### config.mk
export PLATFORM = sky130hd
export DESIGN_NAME = manchester_run_length_decoder
export DESIGN_NICKNAME = d
export VERILOG_FILES = /design/src/rtl/mrld_pkg.sv /design/src/rtl/mrld_front.sv /design/src/rtl/mrld_cq.sv /design/src/rtl/mrld_back.sv /design/src/rtl/manchester_run_length_decoder.sv
export SDC_FILE = /design/constraint.sdc
export NUM_CORES = 1
export LEC_CHECK = 0
export BUFFER_PORTS_ARGS = -buffer_cell sky130_fd_sc_hd__clkbuf_2
export CAP_MARGIN = 30
export CORE_AREA = 5 5 243 150
export CTS_BUF_LIST = sky130_fd_sc_hd__clkbuf_4
export CTS_CLUSTER_SIZE = 12
export DETAILED_ROUTE_END_ITERATION = 16
export DIE_AREA = 0 0 248 155
export PLACE_DENSITY = 0.65
export RECOVER_POWER = 100
export REMOVE_ABC_BUFFERS = 1
export SKIP_LAST_GASP = 1
export SLEW_MARGIN = 20
export SYNTH_ARGS = -nofsm -noshare
export SYNTH_HDL_FRONTEND = slang
export SYNTH_SLANG_ARGS = --single-unit
export TNS_END_PERCENT = 5
### constraint.sdc
create_clock -name clk -period 14.2 [get_ports clk]
set_clock_uncertainty 0.15 [all_clocks]
set_input_delay 3.55 -clock clk [delete_from_list [all_inputs] [get_ports clk]]
set_output_delay 3.55 -clock clk [all_outputs]
set_load 0.005 [all_outputs]
### src/rtl/mrld_pkg.sv
// Shared constants and types for the Manchester run-length decoder.
package mrld_pkg;

	localparam int LENGTH_BITS = 16;
	localparam int RUN_W       = 16;
	localparam int UNIT_W      = LENGTH_BITS + 1;
	localparam int PROD_W      = LENGTH_BITS + 5;
	localparam int SPREAD_W    = UNIT_W + 4;
	localparam int Q_DEPTH     = 2;
	localparam int Q_PTR_W     = $clog2(Q_DEPTH);
	localparam int Q_CNT_W     = $clog2(Q_DEPTH + 1);

	typedef enum logic [1:0] {
		CLS_ERR,
		CLS_ONE,
		CLS_TWO
	} cls_t;

	typedef struct packed {
		cls_t              cls;
		logic [UNIT_W-1:0] unit;
		logic              first;
		logic              last;
	} cls_item_t;

	typedef struct packed {
		logic bit_valid;
		logic bit_value;
		logic frame_done;
		logic frame_ok;
	} result_t;

endpackage

### src/rtl/mrld_front.sv
// Front end: tracks frame start and reference length, classifies each run.
module mrld_front import mrld_pkg::*; (
	input  logic             clk,
	input  logic             arst_n,
	input  logic             accept,
	input  logic [RUN_W-1:0] run_length,
	input  logic             last_run,
	output cls_item_t        item
);

	logic [LENGTH_BITS-1:0] ref_q;
	logic                   start_q;
	logic [LENGTH_BITS-1:0] len;
	logic [LENGTH_BITS-1:0] ref_eff;
	logic [PROD_W-1:0]      ref9, ref11, ref18, ref22, len9, len11;
	logic                   is_one, is_two;

	assign len     = LENGTH_BITS'(run_length);
	assign ref_eff = start_q ? len : ref_q;

	assign ref9  = PROD_W'(ref_eff) * PROD_W'(9);
	assign ref11 = PROD_W'(ref_eff) * PROD_W'(11);
	assign ref18 = PROD_W'(ref_eff) * PROD_W'(18);
	assign ref22 = PROD_W'(ref_eff) * PROD_W'(22);
	assign len9  = PROD_W'(len) * PROD_W'(9);
	assign len11 = PROD_W'(len) * PROD_W'(11);

	assign is_one = (ref9 <= len11) && (len9 <= ref11);
	assign is_two = (ref18 <= len11) && (len9 <= ref22);

	always_comb begin
		item.first = start_q;
		item.last  = last_run;
		if (is_one) begin
			item.cls  = CLS_ONE;
			item.unit = {len, 1'b0};
		end else if (is_two) begin
			item.cls  = CLS_TWO;
			item.unit = {1'b0, len};
		end else begin
			item.cls  = CLS_ERR;
			item.unit = {1'b0, len};
		end
	end

	always_ff @(posedge clk or negedge arst_n) begin
		if (!arst_n) begin
			start_q <= 1'b1;
			ref_q   <= '0;
		end else if (accept) begin
			start_q <= last_run;
			if (start_q) begin
				ref_q <= len;
			end
		end
	end

endmodule

### src/rtl/mrld_cq.sv
// Short queue of classified items between front and back end.
module mrld_cq import mrld_pkg::*; (
	input  logic      clk,
	input  logic      arst_n,
	input  logic      push,
	input  cls_item_t din,
	output logic      full,
	input  logic      pop,
	output cls_item_t dout,
	output logic      empty
);

	cls_item_t          mem_q [Q_DEPTH];
	logic [Q_PTR_W-1:0] wr_q, rd_q;
	logic [Q_CNT_W-1:0] cnt_q;
	logic               do_push, do_pop;

	assign full    = (cnt_q == Q_CNT_W'(Q_DEPTH));
	assign empty   = (cnt_q == '0);
	assign do_push = push && !full;
	assign do_pop  = pop && !empty;
	assign dout    = mem_q[rd_q];

	always_ff @(posedge clk) begin
		if (do_push) begin
			mem_q[wr_q] <= din;
		end
	end

	always_ff @(posedge clk or negedge arst_n) begin
		if (!arst_n) begin
			wr_q  <= '0;
			rd_q  <= '0;
			cnt_q <= '0;
		end else begin
			if (do_push) begin
				wr_q <= wr_q + 1'b1;
			end
			if (do_pop) begin
				rd_q <= rd_q + 1'b1;
			end
			if (do_push && !do_pop) begin
				cnt_q <= cnt_q + 1'b1;
			end else if (do_pop && !do_push) begin
				cnt_q <= cnt_q - 1'b1;
			end
		end
	end

endmodule

### src/rtl/mrld_back.sv
// Back end: pairs half-bits, emits bits, keeps frame statistics, queues results.
module mrld_back import mrld_pkg::*; (
	input  logic      clk,
	input  logic      arst_n,
	input  cls_item_t item,
	input  logic      item_empty,
	output logic      item_pop,
	output result_t   res,
	output logic      res_empty,
	input  logic      res_pop
);

	logic              line_q, hp_q, pl_q, err_q, fb_q, hb_q, lb_q;
	logic [UNIT_W-1:0] max_q, min_q;

	logic              line_n, hp_n, pl_n, err_n, fb_n, hb_n, lb_n;
	logic [UNIT_W-1:0] max_n, min_n;
	logic              vb, bv, ok;
	logic              emit;
	logic [SPREAD_W-1:0] max9, min11;

	result_t            mem_q [Q_DEPTH];
	logic [Q_PTR_W-1:0] wr_q, rd_q;
	logic [Q_CNT_W-1:0] cnt_q;
	logic               res_full, do_push, do_pop;
	result_t            res_n;

	assign res_full  = (cnt_q == Q_CNT_W'(Q_DEPTH));
	assign res_empty = (cnt_q == '0);
	assign item_pop  = !item_empty && !res_full;
	assign do_push   = item_pop;
	assign do_pop    = res_pop && !res_empty;
	assign res       = mem_q[rd_q];

	always_comb begin
		line_n = item.first ? 1'b1 : line_q;
		hp_n   = item.first ? 1'b0 : hp_q;
		pl_n   = item.first ? 1'b0 : pl_q;
		err_n  = item.first ? 1'b0 : err_q;
		fb_n   = item.first ? 1'b0 : fb_q;
		hb_n   = item.first ? 1'b0 : hb_q;
		lb_n   = item.first ? 1'b0 : lb_q;
		max_n  = item.first ? '0 : max_q;
		min_n  = item.first ? '1 : min_q;
		emit   = 1'b0;
		vb     = 1'b0;
		bv     = 1'b0;
		if (!err_n) begin
			if (item.cls == CLS_ERR) begin
				err_n = 1'b1;
			end else begin
				if (item.unit > max_n) begin
					max_n = item.unit;
				end
				if (item.unit < min_n) begin
					min_n = item.unit;
				end
				if (!hp_n) begin
					// two halves with nothing pending pair at the same level
					if (item.cls == CLS_TWO) begin
						err_n = 1'b1;
					end else begin
						hp_n = 1'b1;
					end
					pl_n = line_n;
				end else begin
					hp_n = 1'b0;
					if (pl_n == line_n) begin
						err_n = 1'b1;
					end else begin
						emit = 1'b1;
						if (item.cls == CLS_TWO) begin
							hp_n = 1'b1;
						end
					end
				end
				if (emit) begin
					vb = 1'b1;
					bv = pl_n;
					if (!hb_n) begin
						fb_n = pl_n;
					end
					hb_n = 1'b1;
					lb_n = pl_n;
					if (item.cls == CLS_TWO) begin
						pl_n = line_n;
					end
				end
			end
		end
		line_n = !line_n;
		max9   = SPREAD_W'(max_n) * SPREAD_W'(9);
		min11  = SPREAD_W'(min_n) * SPREAD_W'(11);
		ok     = item.last && !err_n && !hp_n && hb_n && fb_n && !lb_n && !(max9 > min11);
		res_n.bit_valid  = vb;
		res_n.bit_value  = vb && bv;
		res_n.frame_done = item.last;
		res_n.frame_ok   = ok;
	end

	always_ff @(posedge clk) begin
		if (do_push) begin
			mem_q[wr_q] <= res_n;
		end
	end

	always_ff @(posedge clk or negedge arst_n) begin
		if (!arst_n) begin
			line_q <= 1'b1;
			hp_q   <= 1'b0;
			pl_q   <= 1'b0;
			err_q  <= 1'b0;
			fb_q   <= 1'b0;
			hb_q   <= 1'b0;
			lb_q   <= 1'b0;
			max_q  <= '0;
			min_q  <= '1;
			wr_q   <= '0;
			rd_q   <= '0;
			cnt_q  <= '0;
		end else begin
			if (do_push) begin
				line_q <= line_n;
				hp_q   <= hp_n;
				pl_q   <= pl_n;
				err_q  <= err_n;
				fb_q   <= fb_n;
				hb_q   <= hb_n;
				lb_q   <= lb_n;
				max_q  <= max_n;
				min_q  <= min_n;
				wr_q   <= wr_q + 1'b1;
			end
			if (do_pop) begin
				rd_q <= rd_q + 1'b1;
			end
			if (do_push && !do_pop) begin
				cnt_q <= cnt_q + 1'b1;
			end else if (do_pop && !do_push) begin
				cnt_q <= cnt_q - 1'b1;
			end
		end
	end

endmodule

### src/rtl/manchester_run_length_decoder.sv
// Top level of the Manchester run-length decoder.
// Throughput: one item per cycle while full is low. The front end classifies,
// a 2-entry queue feeds the back end, and a 2-entry result queue decouples
// the output side; a full result queue holds items back in the item queue.
// Reset (arst_n low, asynchronous) empties both queues and starts a new frame.
module manchester_run_length_decoder import mrld_pkg::*; (
	input  logic             clk,
	input  logic             arst_n,
	input  logic             push,
	output logic             full,
	input  logic [RUN_W-1:0] run_length,
	input  logic             last_run,
	output logic             empty,
	input  logic             pop,
	output logic             bit_valid,
	output logic             bit_value,
	output logic             frame_done,
	output logic             frame_ok
);

	cls_item_t front_item, back_item;
	logic      accept, cq_empty, cq_pop;
	result_t   res;

	assign accept = push && !full;

	mrld_front u_front (
		.clk        (clk),
		.arst_n     (arst_n),
		.accept     (accept),
		.run_length (run_length),
		.last_run   (last_run),
		.item       (front_item)
	);

	mrld_cq u_cq (
		.clk    (clk),
		.arst_n (arst_n),
		.push   (push),
		.din    (front_item),
		.full   (full),
		.pop    (cq_pop),
		.dout   (back_item),
		.empty  (cq_empty)
	);

	mrld_back u_back (
		.clk        (clk),
		.arst_n     (arst_n),
		.item       (back_item),
		.item_empty (cq_empty),
		.item_pop   (cq_pop),
		.res        (res),
		.res_empty  (empty),
		.res_pop    (pop)
	);

	assign bit_valid  = res.bit_valid;
	assign bit_value  = res.bit_value;
	assign frame_done = res.frame_done;
	assign frame_ok   = res.frame_ok;

endmodule

==> results of run 1 <==
==> logic make-up after synthesis <==
group / count (synthesis) / share of synthesized area (%)
compound gates: 404 / 17.81
xor+xnor: 87 / 5.053
fa+ha+maj: 365 / 32.38
buf+inv: 269 / 7.103
flops: 116 / 21.07
mux: 53 / 3.759
simple gates: 414 / 12.83
==> worst register-to-register path: cells and delay by family, from the launching register on <==
| family | cells | cell delay (ps) |
|---|---|---|
| multiplexers | 1 | 310 |
| AO/OA/AOI/OAI | 12 | 3370 |
| adder cells (fa/ha/maj) | 4 | 1360 |
| buffers and inverters | 2 | 1930 |
| AND/OR/NAND/NOR | 9 | 3180 |
| flip-flops | 1 | 750 |
==> sequential cells by signal (all words and copies together), names as in the netlist <==
name and cells:
u_back.lb_q 1, u_back.mem_q 8, u_front.ref_q 16, u_back.line_q 1
u_back.err_q 1, u_back.max_q 17, u_cq.wr_q 1, u_back.wr_q 1
u_cq.mem_q 42, u_back.cnt_q 2, u_back.fb_q 1, u_back.min_q 17
u_back.rd_q 1, u_back.hp_q 1, u_cq.cnt_q 2, u_back.pl_q 1
u_front.start_q 1, u_cq.rd_q 1, u_back.hb_q 1
==> stage by stage <==
step                std cells  cell area (µm²)
global placement         2178            15680
detailed placement       2179            15700
CTS                      2211            15980
floorplan                1677            14900
finish                   2212            15900
global route             2212            15900
==> routing by layer <==
metal  vias to the layer above  global-route usage, %
met2                       352                  26.25
met3                        20                  4.138
li1                       6105                      -
met4                         0                  2.640
met5                         -                      0
met1                      5881                  34.22
==> worst max-delay path by stage <==
stage,depth (start not counted),endpoint,slack (ps),from
2_1_floorplan,21,u_cq.mem_q[0][5],4870,run_length[1]
3_3_place_gp,24,u_cq.mem_q[0][5],4350,run_length[4]
3_5_place_dp,24,u_cq.mem_q[0][6],4180,run_length[4]
4_1_cts,30,u_back.mem_q[0][0],4520,u_cq.rd_q
5_1_grt,28,u_back.mem_q[1][0],2320,u_cq.rd_q
6_report,28,u_back.mem_q[0][0],3030,u_cq.rd_q
==> synthesized netlist by cell type (3+ instances only) <==
cell type | n | area (µm²)
edfxtp_1 | 50 | 1501
nand3_1 | 21 | 105.1
buf_2 | 6 | 30.03
nor4_1 | 5 | 31.28
dfstp_2 | 19 | 499.2
xor2_1 | 38 | 332.8
o211ai_1 | 12 | 90.09
a31oi_1 | 9 | 56.30
a2bb2oi_2 | 11 | 165.2
a2bb2oi_1 | 7 | 61.31
inv_1 | 238 | 893.4
mux2i_2 | 3 | 41.29
a21o_1 | 44 | 330.3
dfrtp_1 | 47 | 1176
a211o_1 | 6 | 52.55
clkbuf_1 | 16 | 60.06
fa_1 | 42 | 840.8
ha_1 | 323 | 4041
a311oi_1 | 3 | 26.28
mux2i_1 | 30 | 300.3
nor2_1 | 105 | 394.1
and3_1 | 17 | 106.4
a21oi_1 | 87 | 435.4
buf_6 | 4 | 45.04
nor2b_1 | 20 | 125.1
a2111oi_0 | 3 | 26.28
xnor2_1 | 49 | 429.2
o41ai_1 | 3 | 26.28
or3_1 | 8 | 50.05
and4_1 | 5 | 43.79
nand2_1 | 142 | 533.0
o22ai_1 | 7 | 43.79
nand2b_1 | 16 | 100.1
a21boi_0 | 6 | 45.04
nand4_1 | 25 | 156.4
nor3_1 | 28 | 140.1
o31ai_1 | 3 | 22.52
o21ai_0 | 121 | 605.6
o21bai_1 | 6 | 45.04
mux2_2 | 20 | 225.2
o21a_1 | 27 | 202.7
or2_2 | 7 | 43.79
a211oi_1 | 17 | 127.6
and2_1 | 9 | 56.30
==> layout by cell type (no fill, tap or decap), types with 16 or more instances in the layout <==
master	instances
edfxtp_1	50
dfstp_2	18
nand3_1	22
mux2i_1	30
fa_1	42
a21oi_1	87
and3_1	17
clkbuf_1	16
nor2_1	104
clkbuf_2	19
nand2b_1	16
dfrtp_1	47
a211oi_1	17
nor3_1	28
nand2_1	142
nor2b_1	20
clkbuf_4	17
xor2_1	38
nand4_1	25
o21ai_0	121
ha_1	323
inv_1	238
xnor2_1	49
mux2_2	17
a21o_1	44
o21a_1	27
==> cell type report <==
type / count / share of cell area [%]
Clock inverter: 15 / 0.9837
Timing Repair Buffer: 36 / 1.023
Tap cell: 467 / 3.675
Clock buffer: 17 / 0.8027
Inverter: 238 / 5.619
Multi-Input combinational cell: 1323 / 67.92
Sequential cell: 116 / 19.98
==> reports/results.tsv, run 1 <==
metric	value	unit
ys async rst share	56.90	%
Layout area overhead	5.435	%
clock root buffer master	clkbuf_4	
end of the worst hold path	u_back.max_q[15]	
Yosys cell types	77	
hpwl dp	31590	µm
clock-pin slew on the worst setup and hold paths	130	ps
routed length on met3	2774	µm
Final min period	11170	ps
mapped cell area	0.01508	mm²
family with the most delay on the worst path	compound AO/OA/AOI/OAI gates	
initial antenna violation count	0	
Hold Path Depth	2	
pre-CTS setup slack	4179	ps
DRT iter0 DRCs	1049	
CP required	14500	ps
slew at the pin closest to its max-slew limit	2513	ps
FF-to-FF Start	u_cq.rd_q	
slowest cell delay on critical path	1010	ps
fillers	3327	
final core occ	46.37	%
NumNets Final	2118	
top sig layer	met4	
first-pass GRT wire length	62800	µm
CTS H-tree depth	4	
Total Routing Usage GR	20.26	%
Setup Crit Path Kind	flop to flop	
TritonCTS clock tree	done	
chip width	248	µm
Hold Vio Cnt, Final	0	
Seq/Total Area, Yosys	21.07	%
routed vias	12360	
setup_tns	0	ps
Max Clock Freq	89.50	MHz
cell count after synthesis	1708	
Die Height	155	µm
Reg area	0.003177	mm²
max_cap viols	3	
die area	0.03844	mm²
met2 WL	14060	µm
synthesis warning total	0	
CP max stage cell	clkbuf_1	
M1 WL	21640	µm
gr ovfl total	0	
CP most frequent cell	ha_1	
starting density of the core	43.98	%
CTS resizes	0	
unrepaired setup endpoints after global routing	false	
CTS Buffer Depth	2	
Clock Latency Late Sink	590	ps
number of buffers created by CTS	17	
antenna-violating nets left	0	
EDFF count, synth	50	
Pins Over Slew Limit	103	
crit end category	flop	
Setup Buffers After CTS	0	
worst min path class	flop to flop	
num ports	27	
Arr. time, crit path	11470	ps
final count of negative-setup-slack endpoints	0	
final WL	38680	µm
number of global-route vias before repair	11590	
Worst Path Max Fanout	27	
multi-input logic area	0.01080	mm²
largest net degree at the start of global routing	67	
hold slack	341.9	ps
num rows	53	
hold path start	u_back.max_q[15]	
Reg2Reg Setup Slack	3030	ps
Seq cells post-synth	116	
length in cells of the worst reg-to-reg path	28	
port buffer count	26	
fin worst setup slack	3027	ps
clock sink count	116	
share of layout cells above drive strength 1	6.418	%
vias per cell	5.587	
per-cell routed wire length	17.49	µm
drt drc	0	
Synth Area per Inst	8.829	µm²
core area	0.03428	mm²
Detailed Routing Iterations Pass 1	5	
Max transition margin	-67.55	%
routability-driven placement congestion ratio	0.8748	
antenna cells	0	
outcome	finished with violations	
Worst setup SP type	flop	
Post-synth top flop	edfxtp_1	
Buf/Inv on CP	2	
failing checks	capacitance limit, slew limit	
fin crit share	78.68	%
CTS Hold Buffers Added	0	
capturing point of the worst reg2reg path	u_back.mem_q[0][0]	
Power of run 1 is left out: the tool's default activity adds up to more than one toggle a clock period on the data nets, which glitch-free logic cannot reach.
==> inputs of run 2 (changes only) <==
Clock period 14.2 ns to 11.55 ns, I/O delays scaled along.
==> reports/results.tsv, run 2 (synthesis results as in run 1) <==
metric	value	unit
hpwl dp	31030	µm
final count of negative-setup-slack endpoints	0	
Setup Crit Path Kind	flop to flop	
unrepaired setup endpoints after global routing	false	
drt drc	0	
Pins Over Slew Limit	49	
fin crit share	86.68	%
core area	0.03428	mm²
Detailed Routing Iterations Pass 1	7	
Reg2Reg Setup Slack	1540	ps
max_cap viols	1	
commonest non-fill, non-tap cells in the layout	ha_1 (323), inv_1 (238), nand2_1 (142), o21ai_0 (121), nor2_1 (104)	
failing checks	capacitance limit, slew limit	
FF-to-FF Start	u_cq.rd_q	
Largest register FFs	42	
chip width	248	µm
CTS H-tree depth	4	
Total Routing Usage GR	20.03	%
Arr. time, crit path	10310	ps
die area	0.03844	mm²
Worst setup SP type	flop	
CP most frequent cell	ha_1	
CTS Buffer Depth	2	
Max Clock Freq	99.88	MHz
end of the worst hold path	u_front.ref_q[12]	
num rows	53	
setup_tns	0	ps
clock-pin slew on the worst setup and hold paths	130	ps
CTS resizes	0	
starting density of the core	43.98	%
num ports	27	
Hold Path Depth	2	
vias per cell	5.517	
Max transition margin	-105.7	%
capturing point of the worst reg2reg path	u_back.mem_q[1][0]	
CP required	11850	ps
largest net degree at the start of global routing	67	
number of buffers created by CTS	17	
Setup Buffers After CTS	0	
clock root buffer master	clkbuf_4	
port buffer count	26	
crit end category	flop	
largest registers	u_cq.mem_q (42), u_back.max_q (17), u_back.min_q (17)	
fin worst setup slack	1538	ps
Die Height	155	µm
gr ovfl total	0	
length in cells of the worst reg-to-reg path	32	
CP max stage cell	clkbuf_1	
first-pass GRT wire length	62080	µm
NumNets Final	2122	
most common cell after layout, fill and taps aside	ha_1	
Final min period	10010	ps
Hold Vio Cnt, Final	0	
clock sink count	116	
CTS Hold Buffers Added	0	
worst min path class	flop to flop	
TritonCTS clock tree	done	
DRT iter0 DRCs	1106	
Cell Count Post-Placement	2181	
slowest cell delay on critical path	900	ps
routed vias	12230	
Top reg by flops	u_cq.mem_q	
initial antenna violation count	2	
pre-CTS setup slack	1849	ps
antenna cells	0	
outcome	finished with violations	
per-cell routed wire length	17.28	µm
Worst Path Max Fanout	27	
share of layout cells above drive strength 1	6.118	%
antenna-violating nets left	0	
hold path start	u_front.ref_q[12]	
number of global-route vias before repair	11590	
slew at the pin closest to its max-slew limit	3085	ps
routability-driven placement congestion ratio	0.8952	
fin cells	2216	
final WL	38290	µm
Clock Latency Late Sink	590	ps
Layout area overhead	5.468	%
[run 2: worst max-delay path by stage]
stage / from / end / slack [ps] / cells after the start
final: u_cq.rd_q / u_back.mem_q[1][0] / 1540 / 32
after global routing: u_cq.rd_q / u_back.mem_q[0][0] / 780 / 32
after CTS: u_cq.rd_q / u_back.mem_q[0][0] / 2210 / 32
after detailed placement: run_length[4] / u_cq.mem_q[1][5] / 1850 / 23
after global placement: run_length[4] / u_cq.mem_q[0][6] / 2090 / 23
after floorplan: run_length[1] / u_cq.mem_q[0][5] / 2890 / 21
[run 2: critical path, delay by kind of cell, from the launching register on]
kind | cells | cell delay [ps]
buf+inv | 4 | 1360
xor+xnor | 1 | 80
fa+ha+maj | 5 | 1690
simple gates | 8 | 1950
mux | 1 | 520
compound gates | 13 | 3190
flops | 1 | 870
[run 2: cell type report]
class | instances | area, µm²
fill | 3310 | 18380
multi-input combinational | 1323 | 10770
sequential | 116 | 3177
inverter | 238 | 893.4
tap | 467 | 584.3
timing repair buffer | 40 | 193.9
clock inverter | 14 | 155.1
clock buffer | 18 | 135.1
[run 2: metal layers]
| metal | part of all wire, % | wire [µm] | global-route usage [%] | vias to the layer above |
|---|---|---|---|---|
| met5 | 0.039 | 15 | 0 | - |
| met1 | 55 | 21100 | 33.42 | 5751 |
| li1 | - | - | - | 6114 |
| met4 | 0.64 | 244 | 2.508 | 4 |
| met3 | 8.5 | 3266 | 5.237 | 25 |
| met2 | 36 | 13660 | 25.65 | 332 |
[run 2: per-stage QoR]
stage          instance area (µm²)  hold WS [ps]  utilization [%]
2_1_floorplan                14900         295.6                -
3_3_place_gp                 15700         309.5            45.78
3_5_place_dp                 15710         320.2            45.83
4_1_cts                      16000         349.3            46.67
5_1_grt                      15900         367.8            46.39
6_report                     15900         346.7            46.39
Power of run 2 is left out for the same reason.
==> inputs of run 3 (changes only) <==
Settings changed: CTS_BUF_LIST sky130_fd_sc_hd__clkbuf_4 to not set.
==> reports/results.tsv, run 3 (synthesis results as in run 1) <==
metric	value	unit
CTS Buffer Depth	2	
crit end category	flop	
worst min path class	flop to flop	
Arr. time, crit path	10110	ps
routability-driven placement congestion ratio	0.8952	
routed vias	12230	
Placed Instance Area	0.01571	mm²
die area	0.03844	mm²
num rows	53	
clock sink count	116	
most common cell after layout, fill and taps aside	ha_1	
Largest register FFs	42	
Detailed Routing Iterations Pass 1	5	
antenna cells	0	
Total Routing Usage GR	20.19	%
Layout area overhead	7.418	%
hpwl dp	31030	µm
Pins Over Slew Limit	49	
final WL	38430	µm
core area	0.03428	mm²
final count of negative-setup-slack endpoints	0	
DRT iter0 DRCs	1102	
Hold Vio Cnt, Final	0	
starting density of the core	43.98	%
clock root buffer master	clkbuf_16	
first-pass GRT wire length	62580	µm
CTS resizes	0	
Setup Crit Path Kind	primary input to flop	
antenna-violating nets left	0	
CP required	11560	ps
Worst Path Max Fanout	11	
failing checks	capacitance limit, slew limit	
post-route cell area	0.01620	mm²
number of global-route vias before repair	11630	
per-cell routed wire length	17.34	µm
Reg2Reg Setup Slack	1580	ps
Top reg by flops	u_cq.mem_q	
drt drc	0	
largest net degree at the start of global routing	67	
setup_tns	0	ps
largest registers	u_cq.mem_q (42), u_back.max_q (17), u_back.min_q (17)	
initial antenna violation count	2	
unrepaired setup endpoints after global routing	false	
Die Height	155	µm
TritonCTS clock tree	done	
Setup Buffers After CTS	0	
number of buffers created by CTS	17	
Final min period	10090	ps
commonest non-fill, non-tap cells in the layout	ha_1 (323), inv_1 (238), nand2_1 (142), o21ai_0 (121), nor2_1 (104)	
max_cap viols	1	
NumNets Final	2122	
clock-pin slew on the worst setup and hold paths	60	ps
CTS H-tree depth	4	
share of layout cells above drive strength 1	6.061	%
outcome	finished with violations	
slowest cell delay on critical path	670	ps
gr ovfl total	0	
Clock Latency Late Sink	440	ps
num ports	27	
slew at the pin closest to its max-slew limit	3187	ps
CTS Hold Buffers Added	0	
Max Clock Freq	99.10	MHz
Max transition margin	-112.5	%
CP max stage cell	o221ai_1	
Worst setup SP type	primary input	
fin crit share	87.37	%
chip width	248	µm
vias per cell	5.519	
port buffer count	26	
==> run 3: stage by stage <==
stage | util (%) | setup WS (ps) | cells | hold slack, ps
final | 47.25 | 1459 | 2216 | 331.9
after global placement | 45.78 | 2088 | 2180 | 309.5
after global routing | 47.25 | 795.5 | 2216 | 358.2
after detailed placement | 45.83 | 1849 | 2181 | 320.2
after CTS | 47.53 | 2225 | 2213 | 333.9
after floorplan | - | 2886 | 1677 | 295.6
==> run 3: per-layer routing <==
layer / vias to the layer above / wire length, µm / global-route usage [%] / share of wire (%)
met5: - / 16 / 0 / 0.042
met3: 28 / 2847 / 5.306 / 7.4
met4: 4 / 292 / 2.851 / 0.76
li1: 6104 / - / - / -
met1: 5784 / 21480 / 33.54 / 56
met2: 311 / 13790 / 25.86 / 36
==> run 3: final cells by class <==
cell class / count / area [µm²]
tap: 467 / 584.3
fill: 3266 / 18090
clock buffer: 18 / 429.2
multi-input combinational: 1323 / 10770
inverter: 238 / 893.4
sequential: 116 / 3177
clock inverter: 14 / 155.1
timing repair buffer: 40 / 193.9
==> run 3: worst paths after layout <==
kind | from | to | cells after the start
hold / removal | u_front.ref_q[12] | u_front.ref_q[12] | 2
min in group asynchronous | arst_n | u_front.ref_q[0] | 1
setup reg to reg | u_cq.rd_q | u_back.mem_q[1][0] | 32
hold reg to reg | u_front.ref_q[12] | u_front.ref_q[12] | 2
max in group asynchronous | arst_n | u_back.lb_q | 2
setup / recovery | run_length[4] | u_cq.mem_q[1][11] | 25
==> run 3: critical path, delay by kind of cell <==
| kind | cells | cell delay, ps |
|---|---|---|
| muxes | 1 | 360 |
| AOI/OAI and AO/OA | 10 | 3170 |
| xor gates and xnor gates | 1 | 160 |
| buffers and inverters | 6 | 1320 |
| adders and majority gates | 4 | 1470 |
| and+or+nand+nor | 3 | 740 |
Power of run 3 is left out for the same reason.
